<file path="src/design/mdh_pkg.sv">
// ----------------------------------------------------------------------------
// mdh_pkg: shared types and constants of the histogram engine
// Operation codes, register indexes and the command word that the front
// part hands to the back part.
// ----------------------------------------------------------------------------
package mdh_pkg;

  // Operation codes of an input item.
  localparam logic [1:0] OP_ACC   = 2'd0;
  localparam logic [1:0] OP_READ  = 2'd1;
  localparam logic [1:0] OP_CLEAR = 2'd2;

  // Register indexes of the configuration port.
  localparam logic [1:0] REG_BINS  = 2'd0;
  localparam logic [1:0] REG_RDIM  = 2'd1;
  localparam logic [1:0] REG_RLOW  = 2'd2;
  localparam logic [1:0] REG_RHIGH = 2'd3;

  // Configuration address width and bin number width.
  localparam int CFG_AW = 4;
  localparam int BIN_W  = 7;

  // Depth of the command queue between front and back.
  localparam int QDEPTH = 2;

  // Command word that the front part queues for the back part.
  typedef struct packed {
    logic [1:0]       op;
    logic [3:0]       dim;
    logic [BIN_W-1:0] bin;
    logic             hl;
    logic             dim_ok;
    logic             in_range;
  } mdh_cmd_t;

endpackage

</file>
<file path="src/design/mdh_front.sv">
// ----------------------------------------------------------------------------
// mdh_front: configuration registers and bin classifier
// Holds the registers and the per-dimension bounds, accepts items and works
// out the bin of an accumulate item with a bit-serial divider.
// ----------------------------------------------------------------------------
module mdh_front import mdh_pkg::*; #(
  parameter int DIMS     = 16,
  parameter int MAX_BINS = 64
) (
  input  logic              clk,
  input  logic              rst_n,
  input  logic              psel,
  input  logic              penable,
  input  logic              pwrite,
  input  logic [CFG_AW-1:0] paddr,
  input  logic [31:0]       pwdata,
  output logic [31:0]       prdata,
  input  logic              push,
  output logic              full,
  input  logic [1:0]        in_operation,
  input  logic [3:0]        in_dimension,
  input  logic signed [31:0] in_value,
  input  logic              in_highlighted,
  input  logic [5:0]        in_bin_select,
  output logic              q_push,
  output mdh_cmd_t          q_cmd,
  input  logic              q_full
);

  localparam int DW = (DIMS > 1) ? $clog2(DIMS) : 1;
  localparam int PW = 33 + BIN_W;

  typedef enum logic {F_IDLE, F_DIV} f_state_t;

  f_state_t           st_r;
  logic [BIN_W-1:0]   bins_r;
  logic [3:0]         rdim_r;
  logic [31:0]        rlow_r;
  logic [31:0]        rhigh_r;
  logic [31:0]        lo_r [DIMS];
  logic [31:0]        hi_r [DIMS];
  logic [PW-1:0]      rem_r;
  logic [32:0]        span_r;
  logic [BIN_W-1:0]   quo_r;
  logic [2:0]         step_r;
  mdh_cmd_t           cmd_r;

  logic               wr;
  logic               accept;
  logic [BIN_W-1:0]   n_eff;
  logic [DW-1:0]      di;
  logic signed [32:0] lo;
  logic signed [32:0] hi;
  logic signed [32:0] v;
  logic [32:0]        diff;
  logic [32:0]        span;
  logic [PW-1:0]      prod;
  logic               empty_rng;
  logic               below;
  logic               above;
  logic               go_div;
  mdh_cmd_t           cmd_now;
  logic [PW-1:0]      shifted;
  logic               ge;
  logic [BIN_W-1:0]   quo_nxt;

  // Register read-back.
  always_comb begin
    case (paddr[3:2])
      REG_BINS:  prdata = {{(32-BIN_W){1'b0}}, bins_r};
      REG_RDIM:  prdata = {28'd0, rdim_r};
      REG_RLOW:  prdata = rlow_r;
      REG_RHIGH: prdata = rhigh_r;
      default:   prdata = 32'd0;
    endcase
  end

  // Effective bin number: zero acts as one, clamp to the table size.
  always_comb begin
    if (bins_r == '0) begin
      n_eff = BIN_W'(1);
    end else if (int'(bins_r) > MAX_BINS) begin
      n_eff = BIN_W'(MAX_BINS);
    end else begin
      n_eff = bins_r;
    end
  end

  // Range checks and numerator of the bin division.
  always_comb begin
    di        = DW'(in_dimension);
    lo        = {lo_r[di][31], lo_r[di]};
    hi        = {hi_r[di][31], hi_r[di]};
    v         = {in_value[31], in_value};
    diff      = 33'(v - lo);
    span      = 33'(hi - lo);
    prod      = diff * n_eff;
    empty_rng = (hi <= lo);
    below     = (v < lo);
    above     = (v >= hi);
  end

  // Command for the item on the input ports.
  always_comb begin
    cmd_now.op       = in_operation;
    cmd_now.dim      = in_dimension;
    cmd_now.hl       = in_highlighted;
    cmd_now.dim_ok   = (int'(in_dimension) < DIMS);
    cmd_now.in_range = ({1'b0, in_bin_select} < n_eff);
    cmd_now.bin      = '0;
    go_div           = 1'b0;
    if (in_operation == OP_READ) begin
      cmd_now.bin = {1'b0, in_bin_select};
    end else if (in_operation == OP_ACC) begin
      if (!empty_rng && above) begin
        cmd_now.bin = n_eff - BIN_W'(1);
      end
      go_div = cmd_now.dim_ok && !empty_rng && !below && !above;
    end
  end

  // One restoring division step per cycle.
  always_comb begin
    shifted = PW'({{BIN_W{1'b0}}, span_r} << step_r);
    ge      = (rem_r >= shifted);
    quo_nxt = {quo_r[BIN_W-2:0], ge};
  end

  assign full   = (st_r != F_IDLE) || q_full;
  assign accept = push && !full;
  assign wr     = psel && penable && pwrite;
  assign q_push = (accept && !go_div) || (st_r == F_DIV && step_r == 3'd0);

  always_comb begin
    if (st_r == F_DIV) begin
      q_cmd     = cmd_r;
      q_cmd.bin = quo_nxt;
    end else begin
      q_cmd = cmd_now;
    end
  end

  // State, registers and divider.
  always_ff @(posedge clk) begin
    if (!rst_n) begin
      st_r    <= F_IDLE;
      bins_r  <= BIN_W'(10);
      rdim_r  <= '0;
      rlow_r  <= '0;
      rhigh_r <= '0;
      for (int i = 0; i < DIMS; i++) begin
        lo_r[i] <= '0;
        hi_r[i] <= '0;
      end
    end else begin
      if (wr) begin
        case (paddr[3:2])
          REG_BINS: bins_r <= pwdata[BIN_W-1:0];
          REG_RDIM: rdim_r <= pwdata[3:0];
          REG_RLOW: rlow_r <= pwdata;
          REG_RHIGH: begin
            rhigh_r <= pwdata;
            if (int'(rdim_r) < DIMS) begin
              lo_r[DW'(rdim_r)] <= rlow_r;
              hi_r[DW'(rdim_r)] <= pwdata;
            end
          end
          default: ;
        endcase
      end
      case (st_r)
        F_IDLE: begin
          if (accept && go_div) begin
            st_r   <= F_DIV;
            cmd_r  <= cmd_now;
            rem_r  <= prod;
            span_r <= span;
            quo_r  <= '0;
            step_r <= 3'(BIN_W - 1);
          end
        end
        F_DIV: begin
          quo_r <= quo_nxt;
          if (ge) begin
            rem_r <= rem_r - shifted;
          end
          if (step_r == 3'd0) begin
            st_r <= F_IDLE;
          end else begin
            step_r <= step_r - 3'd1;
          end
        end
        default: st_r <= F_IDLE;
      endcase
    end
  end

endmodule

</file>
<file path="config.mk">
export PLATFORM = sky130hd
export DESIGN_NAME = mdh_front
export DESIGN_NICKNAME = d
export VERILOG_FILES = /design/src/design/mdh_pkg.sv /design/src/design/mdh_front.sv
export SDC_FILE = /design/constraint.sdc
export NUM_CORES = 2
export LEC_CHECK = 0
export BUFFER_PORTS_ARGS = -buffer_cell sky130_fd_sc_hd__buf_2
export CORE_MARGIN = 5
export CORE_UTILIZATION = 53
export DETAILED_ROUTE_END_ITERATION = 16
export PLACE_DENSITY = 0.78
export SYNTH_ARGS = -nofsm -noshare
export SYNTH_HDL_FRONTEND = slang
export SYNTH_SLANG_ARGS = --single-unit
</file>
<file path="constraint.sdc">
create_clock -name clk -period 8 [get_ports clk]
set_clock_uncertainty 0.05 [all_clocks]
set_input_delay 0.4 -clock clk [delete_from_list [all_inputs] [get_ports clk]]
set_output_delay 0.4 -clock clk [all_outputs]
set_load 0.01 [all_outputs]
</file>
## Word-level counts from Yosys, hierarchy flattened

Memories as Yosys holds them, arrays and structs flattened.
Index checks and enable logic that the tools add are counted.

| cells by class | value |
|---|---|
| $lt $le $gt $ge | 6 |
| shifts and indexed selects | 1 |
| add/subtract/negate cells | 5 |
| bitwise logic cells | 1 |
| equality and inequality tests | 7 |
| muxes and demuxes | 31 |
| reduce and logical (&&, ||, !) cells | 30 |
| multiply operators | 1 |
| divide/modulo/power cells | 0 |

Operators with widths:

| operator | number |
|---|---|
| $pmux W32 S4 | 1 |
| $mux W40 | 2 |
| $pmux W40 S2 | 1 |
| $sub A32 B32 Y33 | 2 |
| $mux W32 | 2 |
| $reduce_or A32 Y1 | 2 |
| $ge A40 B40 Y1 | 1 |
| $mul A33 B7 Y40 | 1 |
| $shl A33 B3 Y40 | 1 |
| $sub A40 B40 Y40 | 1 |
| $mux W7 | 5 |
| $ge A32 B32 Y1 | 1 |
| $le A32 B32 Y1 | 1 |
| $lt A32 B32 Y1 | 1 |
| $mux W16 | 1 |
| $pmux W6 S2 | 1 |
| $mux W1 | 11 |
| $reduce_and A2 Y1 | 5 |
| $logic_and A1 B1 Y1 | 9 |
| $reduce_and A3 Y1 | 3 |
| $mux W4 | 2 |
| $gt A7 B7 Y1 const B | 1 |
| $logic_not A7 Y1 | 1 |
| $lt A6 B7 Y1 | 1 |
| 15 further kinds | 25 |

| storage, ports and cells | value |
|---|---|
| bits in registers | 166 |
| memories | 2 |
| output and inout port bits | 50 |
| memory bits (writable) | 1024 |
| word-level logic and storage cells | 97 |
| memory bits (read-only) | 0 |
| bits of input ports | 88 |
| bits in latches | 0 |

Memory list:

| memory | words | bits a word | read ports | clocked after memory_dff | write ports | line | source |
|---|---|---|---|---|---|---|---|
| hi_r | 16 | 32 | 1 | 0 | 16 | mdh_front.sv:41 | `logic [31:0] hi_r [DIMS];` |
| lo_r | 16 | 32 | 1 | 0 | 16 | mdh_front.sv:40 | `logic [31:0] lo_r [DIMS];` |

## Logic depth before layout (Yosys ltp)

An unclocked memory read counts as a cell.

| logic depth | value |
|---|---|
| depth after elaboration | 10 |
| gate-level depth with buffers | 33 |
| depth with buffers taken out | 30 |

## Worst setup path after synthesis

No wires, ideal clock.

| timing path | value |
|---|---|
| path kind | input to register |
| from | input in_dimension[0] |
| to | register rem_r[39] (data pin) |
| path slack | -0.836 ns |
| data arrival time | 8.527 ns |
| setup time | 0.259 ns |
| stages on the path | 32 |
| cells stage by stage | clkbuf_1 -> buf_2 -> buf_1 -> mux4_2 -> mux4_2 -> inv_1 -> ha_1 -> a21o_1 -> a211oi_2 -> a211o_1 -> a31oi_1 -> o21a_1 -> o21a_1 -> or3_4 -> and3_1 -> fa_1 -> fa_1 -> fa_1 -> inv_1 -> fa_1 -> inv_1 -> ha_1 -> buf_2 -> and4_1 -> nand4_1 -> or3_1 -> o221a_2 -> a21oi_4 -> a21oi_2 -> o211ai_2 -> a211oi_1 -> a211o_1 |

| between the ends | value |
|---|---|
| word-level cells in the longest chain between the ends | 5 |

RTL lines:

| element | line | source |
|---|---|---|
| start: declaration | mdh_front.sv:21 | `input logic [3:0] in_dimension,` |
| $mem_v2 Z16 W32 | n/a |  |
| $sub A32 B32 Y33 | mdh_front.sv:95 | `diff = 33'(v - lo);` |
| $mul A33 B7 Y40 | mdh_front.sv:97 | `prod = diff * n_eff;` |
| $mux W40 | mdh_front.sv:173 | `if (accept && go_div) begin` |
| $pmux W40 S2 | mdh_front.sv:171 | `case (st_r)` |
| end signal: assignment | mdh_front.sv:176 | `rem_r <= prod;` |
| end signal: assignment | mdh_front.sv:185 | `rem_r <= rem_r - shifted;` |
| end: declaration | mdh_front.sv:42 | `logic [PW-1:0] rem_r;` |

Every way passes these cells. The select of a mux whose other input is x is not followed.
A chain may end at the register's enable or synchronous reset.

## Worst setup path after layout

| timing path | value |
|---|---|
| from | memory lo_r[3][3] |
| to | register rem_r[31] (data pin) |

| between the ends | value |
|---|---|
| word-level cells in the longest chain between the ends | 5 |

RTL lines:

| element | line |
|---|---|
| start: declaration | mdh_front.sv:40 |
| $mem_v2 Z16 W32 | n/a |
| $sub A32 B32 Y33 | mdh_front.sv:95 |
| $mul A33 B7 Y40 | mdh_front.sv:97 |
| $mux W40 | mdh_front.sv:173 |
| $pmux W40 S2 | mdh_front.sv:171 |

Every way passes these cells. The select of a mux whose other input is x is not followed.

==> reports/summary.txt <==
status - complete, but fails checks
failing checks - setup timing
area of the core - 126,000 um^2
Max stage delay on crit path - 0.54 ns
register bit total from synthesis - 1,190
DR WL/cell - 28.5 um
root buffer cell - clkbuf_16
count of different cell masters after synthesis - 97
CP arrival - 8.59 ns
multiplexer share of the synthesized area - 13.0%
DIE WIDTH - 366 um
Slew Viols, Final - 0
syn_nets - 5,631
RSZ-0062 raised after global routing - yes
setup ws final - -0.225 ns
share of post-route cells with drive strength above 1 - 23.9%
commonest cells after routing, fill and taps aside - edfxtp_1 (1,114), and2_1 (1,048), buf_4 (434), mux4_2 (347), nand2_1 (284)
largest net degree at the start of global routing - 61
Chip Height - 366 um
number of global-route vias before repair - 47,000
most common cell after layout, fill and taps aside - edfxtp_1
# IOs - 138
Syn. warnings - 0
cell count after synthesis - 5,179
largest family of logic cells by synthesized area - simple AND/OR/NAND/NOR gates
clock latency at the later pin of the worst-skew pair - 0.79 ns
Hold Violations, Final - 0
Max Buffers Root-to-Sink - 3
first-pass iteration count of the detailed router - 6
nets@finish - 6,034
global route overflow - 0
Placed Instances - 7,045
HP Class - input pin to flop
Worst Path Max Fanout - 4
Leak - 30.6 nW
post-route ant nets - 0
Layout Cells excl Fill - 7,346
Peak VDD IR - 0.000226 V
worst path required time - 8.37 ns
CTS tree - yes
initial antenna violation count - 9
Worst-path clk slew - 0.06 ns
CP dominant cell by count - fa_1
compound-gate portion of the synthesized area - 6.31%
placed inst area - 72,600 um^2
Initial Utilization - 53.4%
initial drt markers - 5,825
number of flops mapped to enable cells by yosys - 1,114
PwrDens - 259 nW/um^2
gpl congestion - 0.985
drt total wl - 209 mm
worst-margin pin slew - 1.27 ns
row count - 130
Crit-path slowest cell - mux4_2
Critical Path Sink Type - flop
DR vias - 46,000
Final Cell Area - 77,900 um^2
Max Fclk - 122 MHz
Layout area overhead - 15.8%
simple-gate area share of the yosys netlist - 15.5%
ys flop type - edfxtp_1
startpoint class of the critical path - flop
relative slew slack - 15.1%
DRC - 0
gr usage total - 30.8%
syn_area_per_cell - 13.0 um^2
register area share after synthesis - 52.0%
Post-Synth Adder-Cell Area - 8.52%
number of buffers created by CTS - 119
Via density - 6.26
Final Cycle Share - 103%
hold path cells - 3
Final Setup Violations - 12
fill cell count - 9,307
Crit Path Class - flop to flop
XOR/XNOR Fraction of Synth Area - 1.35%
CTS H-Tree Depth - 3
reg2reg path depth - 33
first-pass GRT wire length - 306 mm
clock sink count - 1,190
synthesized area - 67,300 um^2
Buffers on Ports - 134
HPWL after DPL - 135 mm
asr flop ratio synth - 0%
die area - 134,000 um^2
max_cap viols - 0
fin crit period - 8.22 ns
==> layer usage <==
layer / up-vias / routed length, um / GRT usage, %
met1: 22800 / 73100 / 38.9
met2: 3032 / 97000 / 49.4
met3: 673 / 27100 / 8.91
met5: - / 23 / 0
met4: 4 / 12000 / 14.3
li1: 19500 / - / -
==> kinds of logic after synthesis <==
kind of cell	after synthesis
xor+xnor	103
other cells	1
flops	1190
mux	435
fa+ha+maj	364
simple gates	1869
buf+inv	597
compound gates	620
==> metrics by stage <==
step	setup WS, ns	total power [mW]	hold WS, ns	TNS [ns]	util (%)
finish	-0.225	20.2	0.0356	-1.46	61.9
global route	-0.460	21.0	0.0431	-5.95	61.9
CTS	-0.104	19.7	0.00539	-0.692	61.5
detailed placement	-0.689	13.7	0.408	-12.48	57.7
global placement	-0.573	13.6	0.399	-9.65	57.7
floorplan	-0.248	11.1	0.390	-0.813	-
==> sequential cells by signal, summed over array words and instances, names as in the netlist, 7 cells and up <==
name and flops:
rhigh_r 32, rem_r 40, rlow_r 32, bins_r 7, span_r 33, hi_r 512
cmd_r 8, lo_r 512
==> layout make-up <==
| class | instances | area, um^2 | share of cell area [%] |
|---|---|---|---|
| clock inverter | 70 | 818 | 1.05 |
| tap | 1650 | 2060 | 2.65 |
| antenna | 9 | 22.5 | 0.0289 |
| multi-input combinational | 3392 | 31100 | 40.0 |
| inverter | 259 | 972 | 1.25 |
| sequential | 1190 | 35000 | 44.9 |
| timing repair buffer | 620 | 4650 | 5.96 |
| clock buffer | 156 | 3260 | 4.18 |
==> report_power, final <==
group	switching (mW)	leakage, nW	total (mW)	internal (mW)
combinational	3.85	16.6	7.18	3.33
sequential	0.0717	12.0	7.20	7.13
clock	2.50	2.00	5.80	3.30
==> critical path, delay by kind of cell (launching register included) <==
kind                       cells  cell delay, ns
adders and majority gates      6            2.46
AOI/OAI and AO/OA             10            1.91
muxes                          3            1.11
buffers and inverters          7            0.82
and+or+nand+nor                5            0.75
DFF                            1            0.39
xor gates and xnor gates       2            0.37
==> repair_timing <==
action | in CTS | in global routing
endpoints found under the setup margin | 20 | 23
hold buffers | 31 | 0
gates resized for setup | 57 | 80
endpoints found under the hold margin | 51 | 0
cloned | 0 | 0
setup buffers | 19 | 23
pin swaps | 37 | 60
==> final timing paths <==
kind                    start           to  slack [ns]
setup / recovery   lo_r[3][3]    rem_r[31]       -0.22
hold / removal     pwdata[11]   rlow_r[11]        0.04
setup reg to reg   lo_r[3][3]    rem_r[31]       -0.22
hold reg to reg   rhigh_r[21]  rhigh_r[21]        0.42
==> Yosys cell counts, types with 25 or more instances <==
library cell / number / area, um^2
edfxtp_1: 1114 / 33500
and2_1: 1050 / 6570
mux4_2: 347 / 7820
clkbuf_1: 293 / 1100
nand2_1: 286 / 1070
inv_1: 254 / 953
nor2_1: 234 / 878
ha_1: 207 / 2590
fa_1: 157 / 3140
a21oi_1: 147 / 736
o21ai_0: 91 / 455
a21o_1: 76 / 571
dfxtp_1: 76 / 1520
a21boi_0: 74 / 556
mux2i_1: 73 / 731
xnor2_1: 60 / 526
nor2b_1: 56 / 350
xor2_1: 42 / 368
nand3_1: 38 / 190
nor3_1: 36 / 180
nand2b_1: 28 / 175
a211oi_1: 27 / 203
buf_1: 26 / 97.6
nand4_1: 26 / 163
and3_1: 25 / 156
o21a_1: 25 / 188
Power figures use the tool's default switching activity.
